[config.mk]
export PLATFORM = sky130hd
export DESIGN_NAME = cidr_rule_rate_threshold
export DESIGN_NICKNAME = d
export VERILOG_FILES = /design/src/hdl/crrt_pkg.sv /design/src/hdl/crrt_front.sv /design/src/hdl/crrt_queue.sv /design/src/hdl/crrt_back.sv /design/src/hdl/cidr_rule_rate_threshold.sv
export VERILOG_INCLUDE_DIRS = /design/src /design/src/hdl
export SDC_FILE = /design/constraint.sdc
export NUM_CORES = 2
export LEC_CHECK = 0
export BUFFER_PORTS_ARGS = -buffer_cell sky130_fd_sc_hd__clkbuf_2
export CORE_MARGIN = 2
export CORE_UTILIZATION = 46
export CTS_CLUSTER_DIAMETER = 120
export CTS_CLUSTER_SIZE = 20
export DETAILED_ROUTE_END_ITERATION = 7
export PLACE_DENSITY = 0.68
export SYNTH_ARGS = -nofsm -noshare
export SYNTH_HDL_FRONTEND = slang
export SYNTH_SLANG_ARGS = --single-unit
[constraint.sdc]
create_clock -name clk_i -period 18.1 [get_ports clk_i]
set_clock_uncertainty 0.1 [all_clocks]
set_input_delay 3.62 -clock clk_i [delete_from_list [all_inputs] [get_ports clk_i]]
set_output_delay 3.62 -clock clk_i [all_outputs]
set_load 0.05 [all_outputs]
[src/hdl/cidr_rule_rate_threshold_macros.svh]
// Assertion macros shared by the rule table block; they expect clk_i and rst_ni in scope.
`ifndef CIDR_RULE_RATE_THRESHOLD_MACROS_SVH
`define CIDR_RULE_RATE_THRESHOLD_MACROS_SVH

// The consequent must hold in the same cycle as the antecedent.
`define CRRT_ASSERT_NOW(lbl, ante, cons, msg) \
  lbl: assert property (@(posedge clk_i) disable iff (!rst_ni) (ante) |-> (cons)) \
    else $error(msg);

// The consequent must hold in the cycle after the antecedent.
`define CRRT_ASSERT_NEXT(lbl, ante, cons, msg) \
  lbl: assert property (@(posedge clk_i) disable iff (!rst_ni) (ante) |=> (cons)) \
    else $error(msg);

`endif

[src/hdl/crrt_pkg.sv]
// Types and constants of the CIDR rule rate threshold block.
package crrt_pkg;

  localparam int unsigned ACTION_W   = 2;
  localparam int unsigned ADDR_W     = 32;
  localparam int unsigned RATE_W     = 32;
  localparam int unsigned PROTO_W    = 8;
  localparam int unsigned PLEN_W     = 6;
  localparam int unsigned SLOT_OUT_W = 4;

  localparam logic [ACTION_W-1:0] ACT_CHECK  = 2'd0;
  localparam logic [ACTION_W-1:0] ACT_APPEND = 2'd1;
  localparam logic [ACTION_W-1:0] ACT_CLEAR  = 2'd2;

  localparam logic [PLEN_W-1:0] MAX_PLEN = 6'd32;

  // Command queue between the front and the back.
  localparam int unsigned QDEPTH = 2;
  localparam int unsigned QPTR_W = 1;
  localparam int unsigned QCNT_W = 2;

  typedef struct packed {
    logic [ACTION_W-1:0] action;
    logic [ADDR_W-1:0]   src_addr;
    logic [ADDR_W-1:0]   dst_addr;
    logic [PROTO_W-1:0]  protocol;
    logic [RATE_W-1:0]   pps;
    logic [RATE_W-1:0]   mbps;
    logic [ADDR_W-1:0]   rule_addr;
    logic [PLEN_W-1:0]   rule_prefix_len;
    logic [RATE_W-1:0]   pps_limit;
    logic [RATE_W-1:0]   mbps_limit;
  } in_t;

  typedef struct packed {
    logic                  matched;
    logic                  trigger;
    logic [SLOT_OUT_W-1:0] matched_slot;
    logic                  status;
  } out_t;

  typedef enum logic [1:0] {
    OP_CHECK,
    OP_APPEND,
    OP_CLEAR,
    OP_NOP
  } crrt_op_e;

  // A check carries source, destination and measured rates in addr_a, addr_b,
  // rate_a and rate_b. An append carries the rule address in addr_a and its
  // limits in rate_a and rate_b.
  typedef struct packed {
    crrt_op_e           op;
    logic [ADDR_W-1:0]  addr_a;
    logic [ADDR_W-1:0]  addr_b;
    logic [ADDR_W-1:0]  mask;
    logic [PROTO_W-1:0] protocol;
    logic [RATE_W-1:0]  rate_a;
    logic [RATE_W-1:0]  rate_b;
  } cmd_t;

  typedef struct packed {
    logic [ADDR_W-1:0]  addr;
    logic [ADDR_W-1:0]  mask;
    logic [PROTO_W-1:0] protocol;
    logic [RATE_W-1:0]  pps_limit;
    logic [RATE_W-1:0]  mbps_limit;
  } rule_t;

  typedef struct packed {
    logic [QCNT_W-1:0] count;
    logic              full;
    logic              empty;
  } qstat_t;

  typedef enum logic {
    ST_IDLE,
    ST_SCAN
  } crrt_state_e;

endpackage

[src/hdl/crrt_front.sv]
// Front end: accepts input beats, decodes the action and builds queue commands.
module crrt_front (
  input  logic           in_valid_i,
  input  crrt_pkg::in_t  in_data_i,
  input  logic           q_full_i,
  output logic           in_stall_o,
  output logic           push_o,
  output crrt_pkg::cmd_t cmd_o
);
  import crrt_pkg::*;

  logic [PLEN_W-1:0] plen_c;
  logic [PLEN_W-1:0] shamt;

  assign in_stall_o = q_full_i;
  assign push_o     = in_valid_i && !q_full_i;

  assign plen_c = (in_data_i.rule_prefix_len > MAX_PLEN) ? MAX_PLEN : in_data_i.rule_prefix_len;
  assign shamt  = MAX_PLEN - plen_c;

  always_comb begin
    cmd_o          = '0;
    cmd_o.protocol = in_data_i.protocol;
    unique case (in_data_i.action)
      ACT_CHECK: begin
        cmd_o.op     = OP_CHECK;
        cmd_o.addr_a = in_data_i.src_addr;
        cmd_o.addr_b = in_data_i.dst_addr;
        cmd_o.rate_a = in_data_i.pps;
        cmd_o.rate_b = in_data_i.mbps;
      end
      ACT_APPEND: begin
        cmd_o.op     = OP_APPEND;
        cmd_o.addr_a = in_data_i.rule_addr;
        // A zero prefix length gives an empty mask, which covers every address.
        cmd_o.mask   = (plen_c == '0) ? '0 : ({ADDR_W{1'b1}} << shamt);
        cmd_o.rate_a = in_data_i.pps_limit;
        cmd_o.rate_b = in_data_i.mbps_limit;
      end
      ACT_CLEAR: begin
        cmd_o.op = OP_CLEAR;
      end
      default: begin
        cmd_o.op = OP_NOP;
      end
    endcase
  end

endmodule

[src/hdl/crrt_queue.sv]
// Two-entry command queue between the front end and the rule engine.
module crrt_queue (
  input  logic             clk_i,
  input  logic             rst_ni,
  input  logic             push_i,
  input  crrt_pkg::cmd_t   data_i,
  input  logic             pop_i,
  output crrt_pkg::cmd_t   data_o,
  output crrt_pkg::qstat_t stat_o
);
  import crrt_pkg::*;

  localparam logic [QPTR_W-1:0] LAST_PTR = QPTR_W'(QDEPTH - 1);
  localparam logic [QCNT_W-1:0] FULL_CNT = QCNT_W'(QDEPTH);

  cmd_t              slots_q [QDEPTH];
  logic [QPTR_W-1:0] wr_ptr_q, wr_ptr_d;
  logic [QPTR_W-1:0] rd_ptr_q, rd_ptr_d;
  logic [QCNT_W-1:0] cnt_q, cnt_d;

  always_comb begin
    wr_ptr_d = wr_ptr_q;
    rd_ptr_d = rd_ptr_q;
    cnt_d    = cnt_q;
    if (push_i) begin
      wr_ptr_d = (wr_ptr_q == LAST_PTR) ? '0 : wr_ptr_q + 1'b1;
    end
    if (pop_i) begin
      rd_ptr_d = (rd_ptr_q == LAST_PTR) ? '0 : rd_ptr_q + 1'b1;
    end
    if (push_i && !pop_i) begin
      cnt_d = cnt_q + 1'b1;
    end else if (pop_i && !push_i) begin
      cnt_d = cnt_q - 1'b1;
    end
  end

  always_ff @(posedge clk_i or negedge rst_ni) begin
    if (!rst_ni) begin
      wr_ptr_q <= '0;
      rd_ptr_q <= '0;
      cnt_q    <= '0;
    end else begin
      wr_ptr_q <= wr_ptr_d;
      rd_ptr_q <= rd_ptr_d;
      cnt_q    <= cnt_d;
    end
  end

  always_ff @(posedge clk_i) begin
    if (push_i) begin
      slots_q[wr_ptr_q] <= data_i;
    end
  end

  assign data_o       = slots_q[rd_ptr_q];
  assign stat_o.count = cnt_q;
  assign stat_o.full  = (cnt_q == FULL_CNT);
  assign stat_o.empty = (cnt_q == '0);

endmodule

[src/hdl/crrt_back.sv]
// Rule engine: rule memory, rule count, newest-first scan and result register.
module crrt_back #(
  parameter int unsigned RULE_SLOTS = 16
) (
  input  logic           clk_i,
  input  logic           rst_ni,
  input  logic           cmd_valid_i,
  input  crrt_pkg::cmd_t cmd_i,
  output logic           cmd_pop_o,
  output logic           out_valid_o,
  input  logic           out_stall_i,
  output crrt_pkg::out_t out_data_o
);
  import crrt_pkg::*;

  localparam int unsigned SLOT_W = (RULE_SLOTS > 1) ? $clog2(RULE_SLOTS) : 1;
  localparam int unsigned CNT_W  = $clog2(RULE_SLOTS + 1);
  localparam logic [CNT_W-1:0] FULL_CNT = CNT_W'(RULE_SLOTS);

  rule_t                         mem_q [RULE_SLOTS];
  rule_t                         rd_q;
  rule_t                         wr_rule;
  logic                          wr_en;
  logic [CNT_W-1:0]              count_q, count_d;
  logic [CNT_W-1:0]              count_m1;
  logic [SLOT_W-1:0]             idx_q, idx_d;
  cmd_t                          cmd_q;
  logic                          cmd_load;
  crrt_state_e                   state_q, state_d;
  logic                          out_valid_q;
  out_t                          out_q;
  out_t                          res;
  logic                          res_push;
  logic                          out_free;
  logic                          hit;
  logic                          over;
  logic                          scan_done;
  logic [SLOT_W+SLOT_OUT_W-1:0]  slot_ext;

  assign out_free = !out_valid_q || !out_stall_i;
  assign count_m1 = count_q - 1'b1;
  assign slot_ext = {{SLOT_OUT_W{1'b0}}, idx_q};

  assign wr_rule.addr       = cmd_i.addr_a;
  assign wr_rule.mask       = cmd_i.mask;
  assign wr_rule.protocol   = cmd_i.protocol;
  assign wr_rule.pps_limit  = cmd_i.rate_a;
  assign wr_rule.mbps_limit = cmd_i.rate_b;

  // rd_q holds the rule at idx_q during the scan.
  assign hit = (rd_q.protocol == cmd_q.protocol) &&
               ((((cmd_q.addr_a ^ rd_q.addr) & rd_q.mask) == '0) ||
                (((cmd_q.addr_b ^ rd_q.addr) & rd_q.mask) == '0));
  assign over = ((rd_q.pps_limit != '0) && (cmd_q.rate_a > rd_q.pps_limit)) ||
                ((rd_q.mbps_limit != '0) && (cmd_q.rate_b > rd_q.mbps_limit));
  assign scan_done = hit || (idx_q == '0);

  always_comb begin
    state_d = state_q;
    unique case (state_q)
      ST_IDLE: begin
        if (cmd_valid_i && (cmd_i.op == OP_CHECK) && (count_q != '0)) begin
          state_d = ST_SCAN;
        end
      end
      ST_SCAN: begin
        if (scan_done && out_free) begin
          state_d = ST_IDLE;
        end
      end
      default: state_d = ST_IDLE;
    endcase
  end

  always_comb begin
    cmd_pop_o = 1'b0;
    res_push  = 1'b0;
    res       = '0;
    idx_d     = idx_q;
    count_d   = count_q;
    wr_en     = 1'b0;
    cmd_load  = 1'b0;
    unique case (state_q)
      ST_IDLE: begin
        if (cmd_valid_i) begin
          unique case (cmd_i.op)
            OP_CHECK: begin
              if (count_q == '0) begin
                // Empty table: answer no match at once.
                cmd_pop_o = out_free;
                res_push  = out_free;
              end else begin
                cmd_pop_o = 1'b1;
                cmd_load  = 1'b1;
                idx_d     = count_m1[SLOT_W-1:0];
              end
            end
            OP_APPEND: begin
              if (out_free) begin
                cmd_pop_o = 1'b1;
                res_push  = 1'b1;
                if (count_q == FULL_CNT) begin
                  res.status = 1'b1;
                end else begin
                  wr_en   = 1'b1;
                  count_d = count_q + 1'b1;
                end
              end
            end
            OP_CLEAR: begin
              if (out_free) begin
                cmd_pop_o = 1'b1;
                res_push  = 1'b1;
                count_d   = '0;
              end
            end
            default: begin
              cmd_pop_o = out_free;
              res_push  = out_free;
            end
          endcase
        end
      end
      ST_SCAN: begin
        if (scan_done) begin
          if (out_free) begin
            res_push = 1'b1;
            if (hit) begin
              res.matched      = 1'b1;
              res.trigger      = over;
              res.matched_slot = slot_ext[SLOT_OUT_W-1:0];
            end
          end
        end else begin
          idx_d = idx_q - 1'b1;
        end
      end
      default: ;
    endcase
  end

  always_ff @(posedge clk_i or negedge rst_ni) begin
    if (!rst_ni) begin
      state_q     <= ST_IDLE;
      count_q     <= '0;
      idx_q       <= '0;
      out_valid_q <= 1'b0;
    end else begin
      state_q <= state_d;
      count_q <= count_d;
      idx_q   <= idx_d;
      if (res_push) begin
        out_valid_q <= 1'b1;
      end else if (!out_stall_i) begin
        out_valid_q <= 1'b0;
      end
    end
  end

  always_ff @(posedge clk_i) begin
    if (cmd_load) begin
      cmd_q <= cmd_i;
    end
    if (res_push) begin
      out_q <= res;
    end
  end

  // Rule memory: one write port at the fill count, one registered read port.
  always_ff @(posedge clk_i) begin
    if (wr_en) begin
      mem_q[count_q[SLOT_W-1:0]] <= wr_rule;
    end
    rd_q <= mem_q[idx_d];
  end

  assign out_valid_o = out_valid_q;
  assign out_data_o  = out_q;

endmodule

[src/hdl/cidr_rule_rate_threshold.sv]
// IPv4 prefix rule table with per-rule packet-rate and bandwidth thresholds.
// An append, clear or unknown action is answered from the rule engine's idle state; a check scans
// the rules newest first up to the first match or the oldest rule (an empty table answers at once).
// Throughput: the rule engine reads one rule per cycle from its single memory read port while it
// scans, and works on one command at a time; a full result register holds it. A 2-entry queue feeds it.
// Reset: rule count, queue and result register empty; rule memory contents undefined, no sweep.
`include "cidr_rule_rate_threshold_macros.svh"

module cidr_rule_rate_threshold #(
  parameter int unsigned RULE_SLOTS = 16
) (
  input  logic           clk_i,
  input  logic           rst_ni,
  input  logic           in_valid_i,
  output logic           in_stall_o,
  input  crrt_pkg::in_t  in_data_i,
  output logic           out_valid_o,
  input  logic           out_stall_i,
  output crrt_pkg::out_t out_data_o
);
  import crrt_pkg::*;

  cmd_t   front_cmd;
  cmd_t   q_cmd;
  qstat_t q_stat;
  logic   q_push;
  logic   q_pop;

  crrt_front u_front (
    .in_valid_i (in_valid_i),
    .in_data_i  (in_data_i),
    .q_full_i   (q_stat.full),
    .in_stall_o (in_stall_o),
    .push_o     (q_push),
    .cmd_o      (front_cmd)
  );

  crrt_queue u_queue (
    .clk_i  (clk_i),
    .rst_ni (rst_ni),
    .push_i (q_push),
    .data_i (front_cmd),
    .pop_i  (q_pop),
    .data_o (q_cmd),
    .stat_o (q_stat)
  );

  crrt_back #(
    .RULE_SLOTS (RULE_SLOTS)
  ) u_back (
    .clk_i       (clk_i),
    .rst_ni      (rst_ni),
    .cmd_valid_i (!q_stat.empty),
    .cmd_i       (q_cmd),
    .cmd_pop_o   (q_pop),
    .out_valid_o (out_valid_o),
    .out_stall_i (out_stall_i),
    .out_data_o  (out_data_o)
  );

  `CRRT_ASSERT_NOW(a_trigger_needs_match, out_valid_o && out_data_o.trigger, out_data_o.matched, "trigger raised without a matching rule")
  `CRRT_ASSERT_NOW(a_slot_zero_on_miss, out_valid_o && !out_data_o.matched, out_data_o.matched_slot == '0, "nonzero slot reported without a match")
  `CRRT_ASSERT_NOW(a_status_excludes_match, out_valid_o && out_data_o.status, !out_data_o.matched && !out_data_o.trigger, "append refusal carries check results")
  `CRRT_ASSERT_NEXT(a_queue_fill, q_push && !q_pop, q_stat.count == $past(q_stat.count) + 1'b1, "queue fill count did not follow a push")

endmodule

### Yosys cells after proc, flatten, opt, wreduce, memory -nomap -nowiden

Memory sizes are Yosys's and may differ from the RTL's. A register that Yosys moved wholly into a read port is not among the register bits.
Cells that the tools add are included.

| word-level totals | value |
|---|---|
| logic and storage cells | 136 |
| memory bits (writable) | 2516 |
| input port bits | 244 |
| register bits | 158 |
| memories | 2 |

Memories:

| name | depth | width | rd ports | clocked after Yosys merged registers in | write ports | line | RTL |
|---|---|---|---|---|---|---|---|
| u_back.mem_q | 16 | 136 | 1 | 1 | 1 | crrt_back.sv:20 | `rule_t mem_q [RULE_SLOTS];` |
| u_queue.slots_q | 2 | 170 | 1 | 0 | 1 | crrt_queue.sv:16 | `cmd_t slots_q [QDEPTH];` |

| cells by class | value |
|---|---|
| muxes and demuxes | 50 |
| add/subtract/negate cells | 8 |
| order comparisons | 3 |
| bitwise gates (word level) | 8 |
| eq/ne operators | 11 |
| shifts and indexed selects | 1 |
| reduce and logical (&&, ||, !) cells | 37 |

Operators by type and width:

| kind | number |
|---|---|
| $pmux 64 s2 | 1 |
| $mux 32 | 3 |
| $and 32x32->32 | 2 |
| $gt 32x32->1 | 2 |
| $logic_not 32->1 | 2 |
| $pmux 32 s2 | 1 |
| $reduce_bool 32->1 | 2 |
| $xor 32x32->32 | 2 |
| $shl 32x6->32 const A | 1 |
| $mux 1 | 27 |
| $mux 4 | 4 |
| $mux 5 | 3 |
| $mux 6 | 2 |
| $pmux 5 s2 | 1 |
| $logic_and 1x1->1 | 9 |
| $eq 8x8->1 | 1 |
| $pmux 1 s2 | 4 |
| $pmux 4 s2 | 1 |
| $sub 4x1->4 const B | 2 |
| $eq 2x2->1 const B | 3 |
| $gt 6x6->1 const B | 1 |
| $logic_not 1->1 | 6 |
| $logic_not 2->1 | 3 |
| $logic_not 6->1 | 1 |
| 22 further kinds | 34 |

### Depth between registers and ports, before layout

| depth | value |
|---|---|
| word-level depth | 9 |
| gate-level depth with buffers | 17 |
| mapped depth without buffers | 13 |

### Cells and area by module

From an unflattened synthesis, not the netlist that was laid out.

| unflattened totals | value |
|---|---|
| cell total of the unflattened synthesis | 7078 |
| area, all modules | 111131.6 um2 |

By module, submodules not included:

| module | sequential area each (um2) | area an instance (um2) | instances | cells each |
|---|---|---|---|---|
| crrt_back | 72634.7 | 96027.1 | 1 | 6193 |
| crrt_queue | 10309.9 | 12812.3 | 1 | 545 |
| crrt_front | 0.0 | 2288.4 | 1 | 339 |
| cidr_rule_rate_threshold | 0.0 | 3.8 | 1 | 1 |

### Least setup slack after synthesis

No wires, ideal clock.

| timing path | value |
|---|---|
| kind | reg-to-reg |
| start point | reg u_back.count_q[0] |
| end point | reg u_back.rd_q[40] (netlist name) |
| stages on the path, launching flop included | 15 |
| period minus slack after synthesis | 12772 ps |
| setup slack | 5328 ps |
| arrival | 12555 ps |
| setup time | 117 ps |
| required time | 17883 ps |
| cells stage by stage | dfrtp_1 inv_1 ha_1 nor4b_2 a21o_1 nor3_1 a211oi_1 nand3_1 inv_1 buf_2 nor2_1 clkbuf_1 a32oi_1 nand4_1 nand2_1 |

| on the way | value |
|---|---|
| cells in the longest elaborated chain, start to end | 5 |
| elaborated cells on any way between the ends | 6 |
| those cells by class | add/sub: 1; mux: 4; reduce/logical: 1 |

Ends and longest elaborated chain:

| item | line | RTL |
|---|---|---|
| from (decl) | crrt_back.sv:24 | `logic [CNT_W-1:0] count_q, count_d;` |
| from (signal assigned) | crrt_back.sv:150 | `count_q <= count_d;` |
| $sub 4x1->4 or $logic_not 5->1 (tied branches) | crrt_back.sv:41, crrt_back.sv:88 |  |
| $mux 4 (*) | crrt_back.sv:88 | `if (count_q == '0) begin` |
| $mux 4 (*) | crrt_back.sv:86 | `unique case (cmd_i.op)` |
| $mux 4 (*) | crrt_back.sv:85 | `if (cmd_valid_i) begin` |
| $pmux 4 s2 (*) | crrt_back.sv:83 | `unique case (state_q)` |

Every way passes the cells marked *; elsewhere a longest branch is shown, timed or not.
A chain may end at the register's enable or synchronous reset.

### Final worst setup path

| timing path | value |
|---|---|
| start point | in out_stall_i |
| end point | mem u_back.mem_q[5][37] in the netlist's numbering, enable pin |

| on the way | value |
|---|---|
| cells in the longest elaborated chain, start to end | 8 |

Ends and longest elaborated chain:

| item | line | RTL |
|---|---|---|
| from (decl) | cidr_rule_rate_threshold.sv:18 | `input logic out_stall_i,` |
| $logic_not 1->1 | crrt_back.sv:40 | `assign out_free = !out_valid_q \|\| !out_stall_i;` |
| $logic_or 1x1->1 | crrt_back.sv:40 |  |
| $mux 1 | crrt_back.sv:99 | `if (out_free) begin` |
| $mux 1 | crrt_back.sv:86 |  |
| $mux 1 | crrt_back.sv:85 |  |
| $mux 1 | crrt_back.sv:83 |  |
| $mux 1 | crrt_back.sv:171 | `if (wr_en) begin` |
| $mux 1 (implied by the code) | crrt_back.sv:172 | `mem_q[count_q[SLOT_W-1:0]] <= wr_rule;` |
| to (decl) | crrt_back.sv:20 |  |

Every way passes these cells.

==> reports/metrics.cfg <==
[status]
status = complete, no violations

[logic_synthesis]
yosys.area.top_type = edfxtp_1
synthesis.nets = 7388
netlist_area_um2 = 109000
synth_edf_count = 2659
avgSynthCellArea_um2 = 15.4
synthArstFlopShare_pct = 0.534
yosysUniqueCellTypes = 66
ys_seq_area_share_pct = 76.1
synth.top_cell.area_share_pct = 73.3
synth-seq-cells = 2810
ys_top_cells_by_area = edfxtp_1 73%, nand2_1 4.7%, nand3_1 3.2%
synth-main-ff-cell = edfxtp_1
synthCells = 7070
yosysWarnings = 0

[clock_tree]
root_buffer = clkbuf_16
cts_buffers = 158
cts_resized = 0
clk_pin_slew_ns = 0.08
ctsHtreeMaxLevel = 4
clk_path_buf_depth = 3
postCtsSetupRepairBufs = 0
cts_tree = built
clk-insertion-delay-late_ns = 0.87
clock_sinks = 2810
hold_buffers = 0

[sta]
finalSetupTns_ns = 0
worst_slew_pin_slew_ns = 1.28
max_freq_mhz = 129
setup_viol = 0
slew_violations = 0
worst_slack_ns = 10.34
finalCritPeriodShare_pct = 42.9
hold_violations = 0
slew_headroom_pct = 14.2
min_period_ns = 7.76
rsz0062_at_grt = false

[power]
total_power_mw = 21.7
clkPwrFrac_pct = 17.3
p_int_mw = 12.7
netSwitchingPower_mw = 8.98
p_per_area_nw_per_um2 = 184
pwr-share-comb_pct = 42.7
p_sw_share_pct = 41.3
ir_drop_mv = 0.222
p_leak_nw = 39.6
seqPwrFrac_pct = 40.0

[detailed_routing]
wl_per_cell_um = 27.2
drc = 0
vias = 62100
wl_met1_um = 111000
wl_met2_um = 138000
drt-pass1-iter-count = 6
top_layer = met5
drtIter0Drc = 8141
ant_nets = 0
via_per_inst = 5.92
routed_wl_um = 285000
dr_wl_met3_um = 25400

[place]
gp_congestion = 0.837
io_buffers = 252
pre_cts_slack_ns = 9.67
place_inst = 10200
dp_hpwl_um = 160000

[die]
die_h_um = 491
core_um2 = 235000
die_x_um = 491
start_util_pct = 46.3
dieArea_um2 = 241000
fp-row-count = 178
io_pins = 253

[worst_setup_path]
rr_startpoint = u_queue.rd_ptr_q
cp-start-kind = input pin
crit_path_max_fanout = 55
r2r_end = u_back.rd_q[57]
regToRegSetupSlack_ns = 10.41
critPathArrivalTime_ns = 8.14
cp_data_required_time_ns = 18.48
end_kind = flop
worstSetupPathType = input pin to flop
r2r_cells = 14

[grt]
antenna_found_initial = 14
grt_max_degree = 158
grtUsageTotal_pct = 23.2
overflow = 0
grt_pass1_vias = 60200
grt_pass1_wl_um = 411000

[finish]
final_nets = 7499
final_common_cell = edfxtp_1
area_delta_synth_final_pct = 8.34
drive_gt1_share_pct = 12.0
final_core_util_pct = 50.1
final_cell_mix = 2659 x edfxtp_1, 1360 x nand2_1, 686 x nand3_1, 250 x clkbuf_2, 219 x mux2i_1
stdcell_count = 10500

[min_path]
min-delay-start = u_queue.cnt_q[1]
min_path_cells = 1
hold_path_class = flop to flop
min_to = u_queue.cnt_q[1]

[run]
cap_violations = 0

[sequential cells by signal, summed over array words and instances (netlist names)]
register,flops
u_back.out_data_o,7
u_queue.wr_ptr_q,1
u_back.rd_q,136
u_queue.rd_ptr_q,1
u_queue.slots_q,340
u_back.out_valid_o,1
u_back.idx_q,4
u_back.state_q,1
u_back.count_q,5
u_back.cmd_q,136
u_queue.cnt_q,2
u_back.mem_q,2176
[synth_stat cells (108+ instances only)]
master,n
mux2_2,170
clkbuf_1,165
a22oi_1,108
nand3_1,687
buf_2,164
dfxtp_1,136
a21oi_1,172
edfxtp_1,2659
nor2_1,161
nand2_1,1360
mux4_2,136
mux2i_1,219
[critical path, cell delays in order]
cell,delay (ns)
clkbuf_2,0.08
nand2_1,0.16
nor3b_1,0.70
nand2_1,0.22
nor3b_1,0.59
and2_4,1.03
buf_4,0.74
buf_4,0.88
[final cells by class]
cell class / instances / area (um^2)
clock buffers: 285 / 4550
diodes: 17 / 42.5
multi-input cells: 3771 / 23900
clock inverters: 11 / 166
flip-flops and latches: 2810 / 82900
repair buffers: 352 / 2120
fillers: 19300 / 117000
inverters: 88 / 358
well taps: 3150 / 3940
[worst max-delay path by stage]
stage,startpoint,to,slack [ns],cells after the start
2_1_floorplan,u_back.count_q[0],u_back.rd_q[40],5.33,14
3_3_place_gp,out_stall_i,u_back.mem_q[5][8],9.75,8
3_5_place_dp,out_stall_i,u_back.mem_q[5][20],9.67,8
4_1_cts,u_queue.rd_ptr_q,u_back.rd_q[55],10.34,14
5_1_grt,u_queue.rd_ptr_q,u_back.rd_q[55],9.89,14
6_report,out_stall_i,u_back.mem_q[5][37],10.34,8
[power by group through the flow]
stage	clock, mW	combinational [mW]	sequential, mW
2_1_floorplan	0	6.00	8.75
3_3_place_gp	0	9.04	8.81
3_5_place_dp	0	9.17	8.83
4_1_cts	3.80	9.21	8.68
5_1_grt	4.01	9.93	8.72
6_report	3.76	9.27	8.69
[routing by layer]
layer,GRT usage [%],vias up
met5,0,-
met4,8.85,4
met3,3.24,442
met2,38.0,3114
met1,31.5,31700
li1,-,26800
[cell families (layout without fill, tap and decap cells)]
kind of cell	after synthesis	count (layout)	synth area share, %
fa+ha+maj	74	74	0.850
other cells	0	17	0
xor+xnor	83	83	0.667
flops	2810	2810	76.1
mux	526	526	6.59
buf+inv	489	736	2.06
compound gates	675	675	4.08
simple gates	2413	2413	9.60
[metrics by stage]
step	hold WS [ns]	instance area, um^2
2_1_floorplan	0.361	109000
3_3_place_gp	0.383	113000
3_5_place_dp	0.428	113000
4_1_cts	0.439	118000
5_1_grt	0.439	118000
6_report	0.431	118000
(Power assumes the default switching activity.)
